**config.mk**
```make
export PLATFORM = sky130hd
export DESIGN_NAME = fir_lowpass_9tap_saturating
export DESIGN_NICKNAME = d
export VERILOG_FILES = /design/src/hw/rtl/fir9_pkg.sv /design/src/hw/rtl/fir_lowpass_9tap_saturating.sv
export SDC_FILE = /design/constraint.sdc
export NUM_CORES = 1
export LEC_CHECK = 0
export ABC_CLOCK_PERIOD_IN_PS = 14800
export BUFFER_PORTS_ARGS = -buffer_cell sky130_fd_sc_hd__buf_2
export CORE_ASPECT_RATIO = 0.75
export CORE_MARGIN = 2
export CORE_UTILIZATION = 45
export DETAILED_ROUTE_END_ITERATION = 6
export PLACE_DENSITY = 0.72
export SYNTH_ARGS = -nofsm -noshare
export SYNTH_HDL_FRONTEND = slang
export SYNTH_SLANG_ARGS = --single-unit
```
**constraint.sdc**
```tcl
create_clock -name aclk -period 14.8 [get_ports aclk]
set_clock_uncertainty 0.15 [all_clocks]
set_input_delay 0 -clock aclk [delete_from_list [all_inputs] [get_ports aclk]]
set_output_delay 0 -clock aclk [all_outputs]
set_load 0.02 [all_outputs]
```
**src/hw/rtl/fir9_pkg.sv**
```systemverilog
// ----------------------------------------------------------------------------
// fir9_pkg: shared types and constants for the 9-tap FIR filter
// Widths, reset coefficients, sequencer state type and tap-to-coefficient map.
// ----------------------------------------------------------------------------
package fir9_pkg;

    localparam int DELAY_DEPTH = 8;
    localparam int NUM_TAPS    = DELAY_DEPTH + 1;
    localparam int NUM_COEFS   = 5;
    localparam int SAMPLE_W    = 16;
    localparam int PROD_W      = 2 * SAMPLE_W;
    localparam int ACC_W       = 36;
    localparam int FRAC_BITS   = 15;
    localparam int TAP_CNT_W   = 4;
    localparam int DLY_IDX_W   = 3;
    localparam int COEF_IDX_W  = 3;
    localparam int CFG_IDX_W   = 3;

    localparam logic [TAP_CNT_W-1:0] LAST_TAP = TAP_CNT_W'(NUM_TAPS - 1);
    localparam logic [TAP_CNT_W-1:0] CENTER_TAP = TAP_CNT_W'(NUM_COEFS - 1);

    localparam logic signed [ACC_W-1:0] FULL_SCALE_POS = ACC_W'(32767);
    localparam logic signed [ACC_W-1:0] FULL_SCALE_NEG = -ACC_W'(32767);
    localparam logic signed [ACC_W-1:0] TRUNC_BIAS     = ACC_W'((1 << FRAC_BITS) - 1);

    // register indexes
    localparam logic [CFG_IDX_W-1:0] REG_COEF_OUTER  = 3'd0;
    localparam logic [CFG_IDX_W-1:0] REG_COEF_SECOND = 3'd1;
    localparam logic [CFG_IDX_W-1:0] REG_COEF_THIRD  = 3'd2;
    localparam logic [CFG_IDX_W-1:0] REG_COEF_FOURTH = 3'd3;
    localparam logic [CFG_IDX_W-1:0] REG_COEF_CENTER = 3'd4;

    localparam logic signed [SAMPLE_W-1:0] COEF_OUTER_RST  = 16'sd0;
    localparam logic signed [SAMPLE_W-1:0] COEF_SECOND_RST = -16'sd743;
    localparam logic signed [SAMPLE_W-1:0] COEF_THIRD_RST  = 16'sd0;
    localparam logic signed [SAMPLE_W-1:0] COEF_FOURTH_RST = 16'sd8978;
    localparam logic signed [SAMPLE_W-1:0] COEF_CENTER_RST = 16'sd16298;

    typedef enum logic [3:0] {
        ST_IDLE  = 4'b0001,
        ST_MAC   = 4'b0010,
        ST_DRAIN = 4'b0100,
        ST_FIN   = 4'b1000
    } state_t;

    // symmetric taps share coefficients mirrored about the center
    function automatic logic [COEF_IDX_W-1:0] tap_coef_idx(input logic [TAP_CNT_W-1:0] tap);
        logic [TAP_CNT_W-1:0] m;
        begin
            m = (tap <= CENTER_TAP) ? tap : (LAST_TAP - tap);
            return m[COEF_IDX_W-1:0];
        end
    endfunction

endpackage

```
**src/hw/rtl/fir_lowpass_9tap_saturating.sv**
```systemverilog
// ----------------------------------------------------------------------------
// fir_lowpass_9tap_saturating: 9-tap symmetric FIR low-pass, Q15 in/out
// One shared 16x16 multiply-accumulate walks the taps, then truncates
// toward zero and saturates the result to +/-32767.
// ----------------------------------------------------------------------------
// An input transaction runs the MAC over each tap, then drain, then finish, which
//   saturates, loads m_valid once any earlier result is taken, and returns to idle.
// s_ready only in idle: one transaction at a time; output reg holds one result.
// Reset: synchronous active-low aresetn clears the delay line, the sequencer
//   and the output valid, and loads the default coefficients.
module fir_lowpass_9tap_saturating (
    input  logic                                  aclk,
    input  logic                                  aresetn,
    input  logic                                  s_valid,
    output logic                                  s_ready,
    input  logic signed [fir9_pkg::SAMPLE_W-1:0]  s_left_sample,
    output logic                                  m_valid,
    input  logic                                  m_ready,
    output logic signed [fir9_pkg::SAMPLE_W-1:0]  m_filtered_sample,
    input  logic                                  cfg_valid,
    output logic                                  cfg_ready,
    input  logic        [fir9_pkg::CFG_IDX_W-1:0] cfg_index,
    input  logic        [fir9_pkg::SAMPLE_W-1:0]  cfg_data
);

    fir9_pkg::state_t state_reg, state_next;

    logic        [fir9_pkg::TAP_CNT_W-1:0] tap_cnt_reg, tap_cnt_next;
    logic signed [fir9_pkg::SAMPLE_W-1:0]  x_reg, x_next;
    logic signed [fir9_pkg::SAMPLE_W-1:0]  dly_reg [fir9_pkg::DELAY_DEPTH];
    logic signed [fir9_pkg::SAMPLE_W-1:0]  coef_reg [fir9_pkg::NUM_COEFS];
    logic signed [fir9_pkg::PROD_W-1:0]    prod_reg, prod_next;
    logic signed [fir9_pkg::ACC_W-1:0]     acc_reg, acc_next;
    logic                                  m_valid_reg, m_valid_next;
    logic signed [fir9_pkg::SAMPLE_W-1:0]  out_reg, out_next;

    logic        [fir9_pkg::TAP_CNT_W-1:0] tap_m1;
    logic signed [fir9_pkg::SAMPLE_W-1:0]  tap_sample;
    logic signed [fir9_pkg::SAMPLE_W-1:0]  tap_coef;
    logic signed [fir9_pkg::ACC_W-1:0]     prod_ext;
    logic signed [fir9_pkg::ACC_W-1:0]     acc_biased;
    logic signed [fir9_pkg::ACC_W-1:0]     acc_q;
    logic signed [fir9_pkg::SAMPLE_W-1:0]  sat_val;
    logic                                  in_xact;
    logic                                  out_load;
    logic                                  dly_shift;

    assign s_ready           = aresetn && (state_reg == fir9_pkg::ST_IDLE);
    assign cfg_ready         = aresetn;
    assign m_valid           = m_valid_reg;
    assign m_filtered_sample = out_reg;
    assign in_xact           = s_valid && s_ready;

    // shared MAC operands
    assign tap_m1     = tap_cnt_reg - fir9_pkg::TAP_CNT_W'(1);
    assign tap_sample = (tap_cnt_reg == '0) ? x_reg
                                            : dly_reg[tap_m1[fir9_pkg::DLY_IDX_W-1:0]];
    assign tap_coef   = coef_reg[fir9_pkg::tap_coef_idx(tap_cnt_reg)];
    assign prod_ext   = {{(fir9_pkg::ACC_W - fir9_pkg::PROD_W){prod_reg[fir9_pkg::PROD_W-1]}},
                         prod_reg};

    // truncate toward zero, then clamp
    assign acc_biased = acc_reg[fir9_pkg::ACC_W-1] ? (acc_reg + fir9_pkg::TRUNC_BIAS) : acc_reg;
    assign acc_q      = acc_biased >>> fir9_pkg::FRAC_BITS;

    always_comb begin
        priority if (acc_q > fir9_pkg::FULL_SCALE_POS) begin
            sat_val = fir9_pkg::SAMPLE_W'(fir9_pkg::FULL_SCALE_POS);
        end else if (acc_q < fir9_pkg::FULL_SCALE_NEG) begin
            sat_val = fir9_pkg::SAMPLE_W'(fir9_pkg::FULL_SCALE_NEG);
        end else begin
            sat_val = acc_q[fir9_pkg::SAMPLE_W-1:0];
        end
    end

    always_comb begin
        state_next   = state_reg;
        tap_cnt_next = tap_cnt_reg;
        x_next       = x_reg;
        prod_next    = prod_reg;
        acc_next     = acc_reg;
        out_next     = out_reg;
        m_valid_next = m_valid_reg && !m_ready;
        out_load     = 1'b0;
        dly_shift    = 1'b0;

        unique case (state_reg)
            fir9_pkg::ST_IDLE: begin
                if (in_xact) begin
                    x_next       = s_left_sample;
                    tap_cnt_next = '0;
                    state_next   = fir9_pkg::ST_MAC;
                end
            end
            fir9_pkg::ST_MAC: begin
                prod_next = tap_sample * tap_coef;
                acc_next  = (tap_cnt_reg == '0) ? '0 : (acc_reg + prod_ext);
                if (tap_cnt_reg == fir9_pkg::LAST_TAP) begin
                    state_next = fir9_pkg::ST_DRAIN;
                end else begin
                    tap_cnt_next = tap_cnt_reg + fir9_pkg::TAP_CNT_W'(1);
                end
            end
            fir9_pkg::ST_DRAIN: begin
                acc_next   = acc_reg + prod_ext;
                dly_shift  = 1'b1;
                state_next = fir9_pkg::ST_FIN;
            end
            fir9_pkg::ST_FIN: begin
                if (!m_valid_reg || m_ready) begin
                    out_load     = 1'b1;
                    out_next     = sat_val;
                    m_valid_next = 1'b1;
                    state_next   = fir9_pkg::ST_IDLE;
                end
            end
            default: begin
                state_next = fir9_pkg::ST_IDLE;
            end
        endcase
    end

    always_ff @(posedge aclk) begin
        x_reg    <= x_next;
        prod_reg <= prod_next;
        acc_reg  <= acc_next;
        out_reg  <= out_next;
        if (!aresetn) begin
            state_reg   <= fir9_pkg::ST_IDLE;
            tap_cnt_reg <= '0;
            m_valid_reg <= 1'b0;
            for (int i = 0; i < fir9_pkg::DELAY_DEPTH; i++) begin
                dly_reg[i] <= '0;
            end
            coef_reg[0] <= fir9_pkg::COEF_OUTER_RST;
            coef_reg[1] <= fir9_pkg::COEF_SECOND_RST;
            coef_reg[2] <= fir9_pkg::COEF_THIRD_RST;
            coef_reg[3] <= fir9_pkg::COEF_FOURTH_RST;
            coef_reg[4] <= fir9_pkg::COEF_CENTER_RST;
        end else begin
            state_reg   <= state_next;
            tap_cnt_reg <= tap_cnt_next;
            m_valid_reg <= m_valid_next;
            if (dly_shift) begin
                dly_reg[0] <= x_reg;
                for (int i = 1; i < fir9_pkg::DELAY_DEPTH; i++) begin
                    dly_reg[i] <= dly_reg[i-1];
                end
            end
            if (cfg_valid && cfg_ready) begin
                unique case (cfg_index)
                    fir9_pkg::REG_COEF_OUTER:  coef_reg[0] <= cfg_data;
                    fir9_pkg::REG_COEF_SECOND: coef_reg[1] <= cfg_data;
                    fir9_pkg::REG_COEF_THIRD:  coef_reg[2] <= cfg_data;
                    fir9_pkg::REG_COEF_FOURTH: coef_reg[3] <= cfg_data;
                    fir9_pkg::REG_COEF_CENTER: coef_reg[4] <= cfg_data;
                    default: ;
                endcase
            end
        end
    end

`ifndef ASSERT_OFF
    a_tap_cnt_range: assert property (@(posedge aclk) disable iff (!aresetn)
        tap_cnt_reg <= fir9_pkg::LAST_TAP)
        else $error("tap counter out of range");

    a_start_mac: assert property (@(posedge aclk) disable iff (!aresetn)
        in_xact |=> (state_reg == fir9_pkg::ST_MAC) && (tap_cnt_reg == '0))
        else $error("input transaction did not start the MAC sequence");

    a_fin_hold: assert property (@(posedge aclk) disable iff (!aresetn)
        (state_reg == fir9_pkg::ST_FIN) && m_valid_reg && !m_ready
        |=> (state_reg == fir9_pkg::ST_FIN) && $stable(out_reg))
        else $error("pending result overwritten");

    a_no_min_code: assert property (@(posedge aclk) disable iff (!aresetn)
        m_valid |-> (m_filtered_sample != -16'sd32768))
        else $error("saturation produced the most negative code");

    a_load_valid: assert property (@(posedge aclk) disable iff (!aresetn)
        out_load |=> m_valid_reg)
        else $error("result loaded without valid");
`endif

endmodule
```
-- Word-level counts from Yosys, hierarchy flattened
Memories as Yosys holds them, arrays and structs flattened.
Index checks and enable logic that the tools add are counted.
Widths: inputs -> output; s select.
- $add $sub $neg: 6
- multipliers: 1
- order comparisons: 3
- equal/unequal tests: 13
- mux-type cells: 53
- bitwise operators: 13
- reduce and logical (&&, ||, !) cells: 16
- operators with widths (cell ; number):
    $mux 16 ; 15
    $mux 36 ; 2
    $pmux 36 s2 ; 1
    $add 36x16->36 const B ; 1
    $add 36x32->36 ; 1
    $add 36x36->36 ; 1
    $mul 16x16->32 ; 1
    $mux 1 ; 27
    $gt 21x16->1 const B ; 1
    $lt 21x16->1 const B ; 1
    $mux 4 ; 5
    $pmux 4 s4 ; 1
    $or 1x1->1 ; 13
    $eq 4x4->1 const B ; 2
    $ne 2x2->1 const B ; 4
    $pmux 4 s2 ; 1
    $eq 3x2->1 const B ; 2
    $reduce_and 3->1 ; 2
    $add 4x1->4 const B ; 1
    $eq 4x1->1 const B ; 1
    $eq 4x2->1 const B ; 1
    $eq 4x3->1 const B ; 1
    $le 4x3->1 const B ; 1
    $logic_and 1x1->1 ; 4
    other kinds (12) ; 15
- bits in registers: 109
- RAM bits: 208
- bits of input ports: 40
- output and inout bits: 19
- logic and storage cells: 115
- memories: 2
- memory list (name ; depth ; width ; read ports ; clocked after Yosys merged registers in ; wr ports ; RTL line ; RTL):
    dly_reg ; 8 ; 16 ; 8 ; 0 ; 8 ; fir_lowpass_9tap_saturating.sv:30 ; logic signed [fir9_pkg::SAMPLE_W-1:0] dly_reg [fir9_pkg::DELAY_DEPTH];
    coef_reg ; 5 ; 16 ; 1 ; 0 ; 5 ; fir_lowpass_9tap_saturating.sv:31 ; logic signed [fir9_pkg::SAMPLE_W-1:0] coef_reg [fir9_pkg::NUM_COEFS];

-- Logic depth before layout (Yosys ltp)
- depth in word-level cells: 6
- mapped depth: 36
- gate-level depth less buffers: 31

-- Least setup slack after synthesis
OpenSTA, ideal clock, no wires.
- kind: flip-flop to flip-flop
- start: register tap_cnt_reg[0] (netlist name)
- end: register prod_reg[31] (netlist name), data pin
- library setup time: 0.260 ns
- data arrival time: 8.133 ns
- data required time: 14.390 ns
- slack: 6.257 ns
- cell stages (with the launch flop): 35
- path buffers: 4
- period minus slack after synthesis: 8.543 ns
- path through: dfxtp_1 > buf_2 > inv_1 > buf_2 > ha_1 > inv_2 > a21oi_1 > mux2i_1 > buf_2 > mux4_2 > mux2i_2 > buf_2 > nor2_1 > fa_1 > inv_1 > fa_1 > inv_1 > fa_1 > inv_1 > fa_1 > inv_1 > fa_1 > inv_1 > fa_1 > inv_1 > ha_1 > and3_4 > and3_1 > a2111oi_4 > a21oi_1 > o31ai_2 > a21oi_1 > a21o_1 > a21oi_1 > xnor2_1
- cells in the longest elaborated chain, start to end: 4
- elaborated cells between the ends (all ways): 9
- those cells by class: add/sub: 2; mul: 1; order compare: 1; mux: 2; reduce/logical: 1; memory: 2
- ends and longest elaborated chain (item ; RTL line ; RTL):
    start, declared ; fir_lowpass_9tap_saturating.sv:28 ; logic [fir9_pkg::TAP_CNT_W-1:0] tap_cnt_reg, tap_cnt_next;
    start signal, assigned ; fir_lowpass_9tap_saturating.sv:142 ; tap_cnt_reg <= tap_cnt_next;
    $sub 3x1->3, or another cell as far along ; fir_lowpass_9tap_saturating.sv:55 ; assign tap_m1 = tap_cnt_reg - fir9_pkg::TAP_CNT_W'(1);
    $mem_v2 8x16 / $mux 3 (equally long branches) ; n/a ;
    $mux 16 / $mem_v2 5x16 (equally long branches) ; n/a ;
    $mul 16x16->32 (*) ; fir_lowpass_9tap_saturating.sv:96 ; prod_next = tap_sample * tap_coef;
    end signal, assigned ; fir_lowpass_9tap_saturating.sv:125 ; prod_reg <= prod_next;
    end, declared ; fir_lowpass_9tap_saturating.sv:32 ; logic signed [fir9_pkg::PROD_W-1:0] prod_reg, prod_next;
Every way passes the cells marked *; elsewhere a longest branch is shown, timed or not.
A chain may end at the register's enable or synchronous reset.

-- Final worst setup path
Ends and elaborated chain as after synthesis.

==> impl_metrics.tcl <==
set metrics [dict create \
    rr_startpoint "tap_cnt_reg[0]" \
    drcViolationCount 0 \
    die_y_um 207 \
    cts_setup_buffers 0 \
    layout-drive-gt1-share 0.111 \
    synth-main-ff-cell "edfxtp_1" \
    viasPerCell 5.42 \
    rows 74 \
    post_cts_resized 0 \
    finalCritPeriodShare 0.642 \
    io_buffers 58 \
    dp_hpwl_um 41200 \
    final_cell_area_sq_um 27700 \
    ys_top_cells_by_area "edfxtp_1 (37%), fa_1 (21%), ha_1 (6.0%), inv_1 (5.1%), mux4_2 (4.4%)" \
    reg2regPathDepth 30 \
    period_needed_ns 9.50 \
    fillers 4702 \
    place_congestion 0.919 \
    relSlewSlack 0.243 \
    r2r_slack_ns 5.30 \
    area_growth_pct 11.6 \
    yosys_warnings 0 \
    antenna_found_initial 0 \
    status "finished, final reports clean" \
    htreeDepth 2 \
    insertion_delay_ns 0.57 \
    insertedDiodeCount 0 \
    crit_start "tap_cnt_reg[0]" \
    crit_type "register to register" \
    die_area_sq_um 57000 \
    max_clock_freq_mhz 105 \
    totalWireLength_um 56000 \
    layout_common_cells "inv_1 (334), edfxtp_1 (308), fa_1 (263)" \
    setup_violations 0 \
    tightest_slew_ns 1.10 \
    endpoint "prod_reg[31]" \
    initial_core_util 0.456 \
    slowest_stage "a21oi_1" \
    syn_nets 2577 \
    hold_viol 0 \
    drtIter0Drc 1461 \
    slowest_delay_ns 0.81 \
    synth_largest_area_cell "edfxtp_1" \
    detail-route-antenna-nets 0 \
    grt_pass1_vias 17490 \
    grt_pass1_wl_um 92700 \
    cp.arrival_ns 9.63 \
    min-delay-path-class "input port to register" \
    core_sq_um 54400 \
    clockBufferDepth 3 \
    cts_root_buffer "clkbuf_16" \
    io_pins 59 \
    syn_inst 2155 \
    clk_pin_slew_worst_paths_ns 0.06 \
    layout.nets 2683 \
    grt_setup_unrepaired "false" \
    cts_buffers 36 \
    netlist.area_leader.share 0.373 \
    dieWidth_um 275 \
    placed_area_sq_um 25900 \
    ys_types 79 \
    cts_tree "done" \
    async_reset_ff_frac 0 \
    maxCapViolCount 0 \
    grt_remaining_overflow 0 \
    cpMostUsedCell "inv_1" \
    cp_max_fo 34 \
    r2r-end "prod_reg[31]" \
    syn_area_per_cell_sq_um 11.5 \
    cp_data_required_time_ns 14.93 \
    report.final.slew_viol_count 0 \
    dr.pass1.iters 5 \
    cts.sinks 317 \
    avgRoutedWirePerCell_um 18.6 \
    track_usage 0.206 \
    syn_area_sq_um 24800 \
    grt_max_degree 90 \
    num_vias 16323 \
    largest_reg_flops 128 \
    synth_edf_count 308 \
    final_common_cell "inv_1" \
    ys_seq_area_frac 0.380 \
    setup_tns_ns 0 \
    ys_seq_elements 317 \
    endpoint_kind "register" \
    cts_hold_repair.buffers 54 \
    critPathLaunchType "register" \
    holdPathStages 2 \
]
critical path, delay by kind of cell (launching register included):
family                     cells  cell delay, ns
xor gates and xnor gates       1            0.08
adders and majority gates      8            3.65
buffers and inverters          8            1.33
and+or+nand+nor                4            0.68
DFF                            1            0.31
AOI/OAI and AO/OA              7            2.24
muxes                          2            0.76
per-stage QoR:
| stage | utilization | cells | hold WS (ns) | worst slack [ns] |
|---|---|---|---|---|
| floorplan | - | 2155 | -0.0511 | 6.26 |
| global placement | 0.477 | 2891 | 0.0283 | 5.50 |
| detailed placement | 0.477 | 2891 | 0.0281 | 5.30 |
| CTS | 0.509 | 3011 | 0.00194 | 5.27 |
| global route | 0.509 | 3011 | 0.0262 | 4.69 |
| finish | 0.509 | 3011 | 0.0343 | 5.30 |
per-layer routing:
metal  part of all wire  vias up  global-route usage
met5                  0        -                   0
met4              0.023        0              0.0561
met3              0.084       87              0.0472
met2               0.46      562               0.325
met1               0.43     8219               0.286
li1                   -     7455                   -
layout make-up:
| type | instances | area (sq um) | area share |
|---|---|---|---|
| Multi-Input combinational cell | 1426 | 13800 | 0.499 |
| Sequential cell | 317 | 9430 | 0.341 |
| Tap cell | 722 | 903 | 0.0326 |
| Timing Repair Buffer | 145 | 1080 | 0.0390 |
| Clock buffer | 49 | 1000 | 0.0362 |
| Inverter | 335 | 1260 | 0.0454 |
| Clock inverter | 17 | 200 | 0.00723 |
worst min-delay path by stage:
stage	startpoint	endpoint	slack [ns]
after floorplan	s_left_sample[0]	x_reg[0]	-0.05
after detailed placement	s_left_sample[6]	x_reg[6]	0.03
after global placement	s_left_sample[0]	x_reg[0]	0.03
after CTS	s_left_sample[12]	x_reg[12]	0.002
final	s_left_sample[7]	x_reg[7]	0.03
after global routing	s_left_sample[12]	x_reg[12]	0.03
cell usage after synthesis, types with 7 or more instances:
| cell type | n |
|---|---|
| nor2_1 | 203 |
| o21a_1 | 9 |
| a211oi_1 | 14 |
| ha_1 | 119 |
| a21oi_1 | 66 |
| nand2_1 | 143 |
| a31oi_1 | 7 |
| fa_1 | 263 |
| mux4_2 | 48 |
| a21o_1 | 43 |
| mux2i_1 | 32 |
| dfxtp_1 | 9 |
| nor4_1 | 8 |
| o21ai_2 | 7 |
| or2_2 | 8 |
| nand3_1 | 15 |
| nand4_1 | 8 |
| inv_1 | 334 |
| xor2_1 | 36 |
| clkbuf_1 | 39 |
| and2_1 | 57 |
| o21ai_1 | 7 |
| nor3_1 | 11 |
| and3_1 | 110 |
| nor2b_1 | 10 |
| xnor2_1 | 45 |
| edfxtp_1 | 308 |
| o21ai_0 | 32 |
| nand2b_1 | 44 |
| buf_2 | 32 |
| mux2_2 | 9 |
logic make-up (layout without fill, tap and decap cells):
family                   Yosys count  after routing  synth area share
AO/OA/AOI/OAI                    232            232            0.0629
XOR/XNOR                          82             82            0.0293
adder cells (fa/ha/maj)          382            382             0.272
buffers and inverters            412            546            0.0650
flip-flops                       317            317             0.380
multiplexers                      90             90            0.0611
AND/OR/NAND/NOR                  640            640             0.129
Power is not shown: default switching activity piles up to over one toggle a cycle in this logic, so the estimate is an artifact.
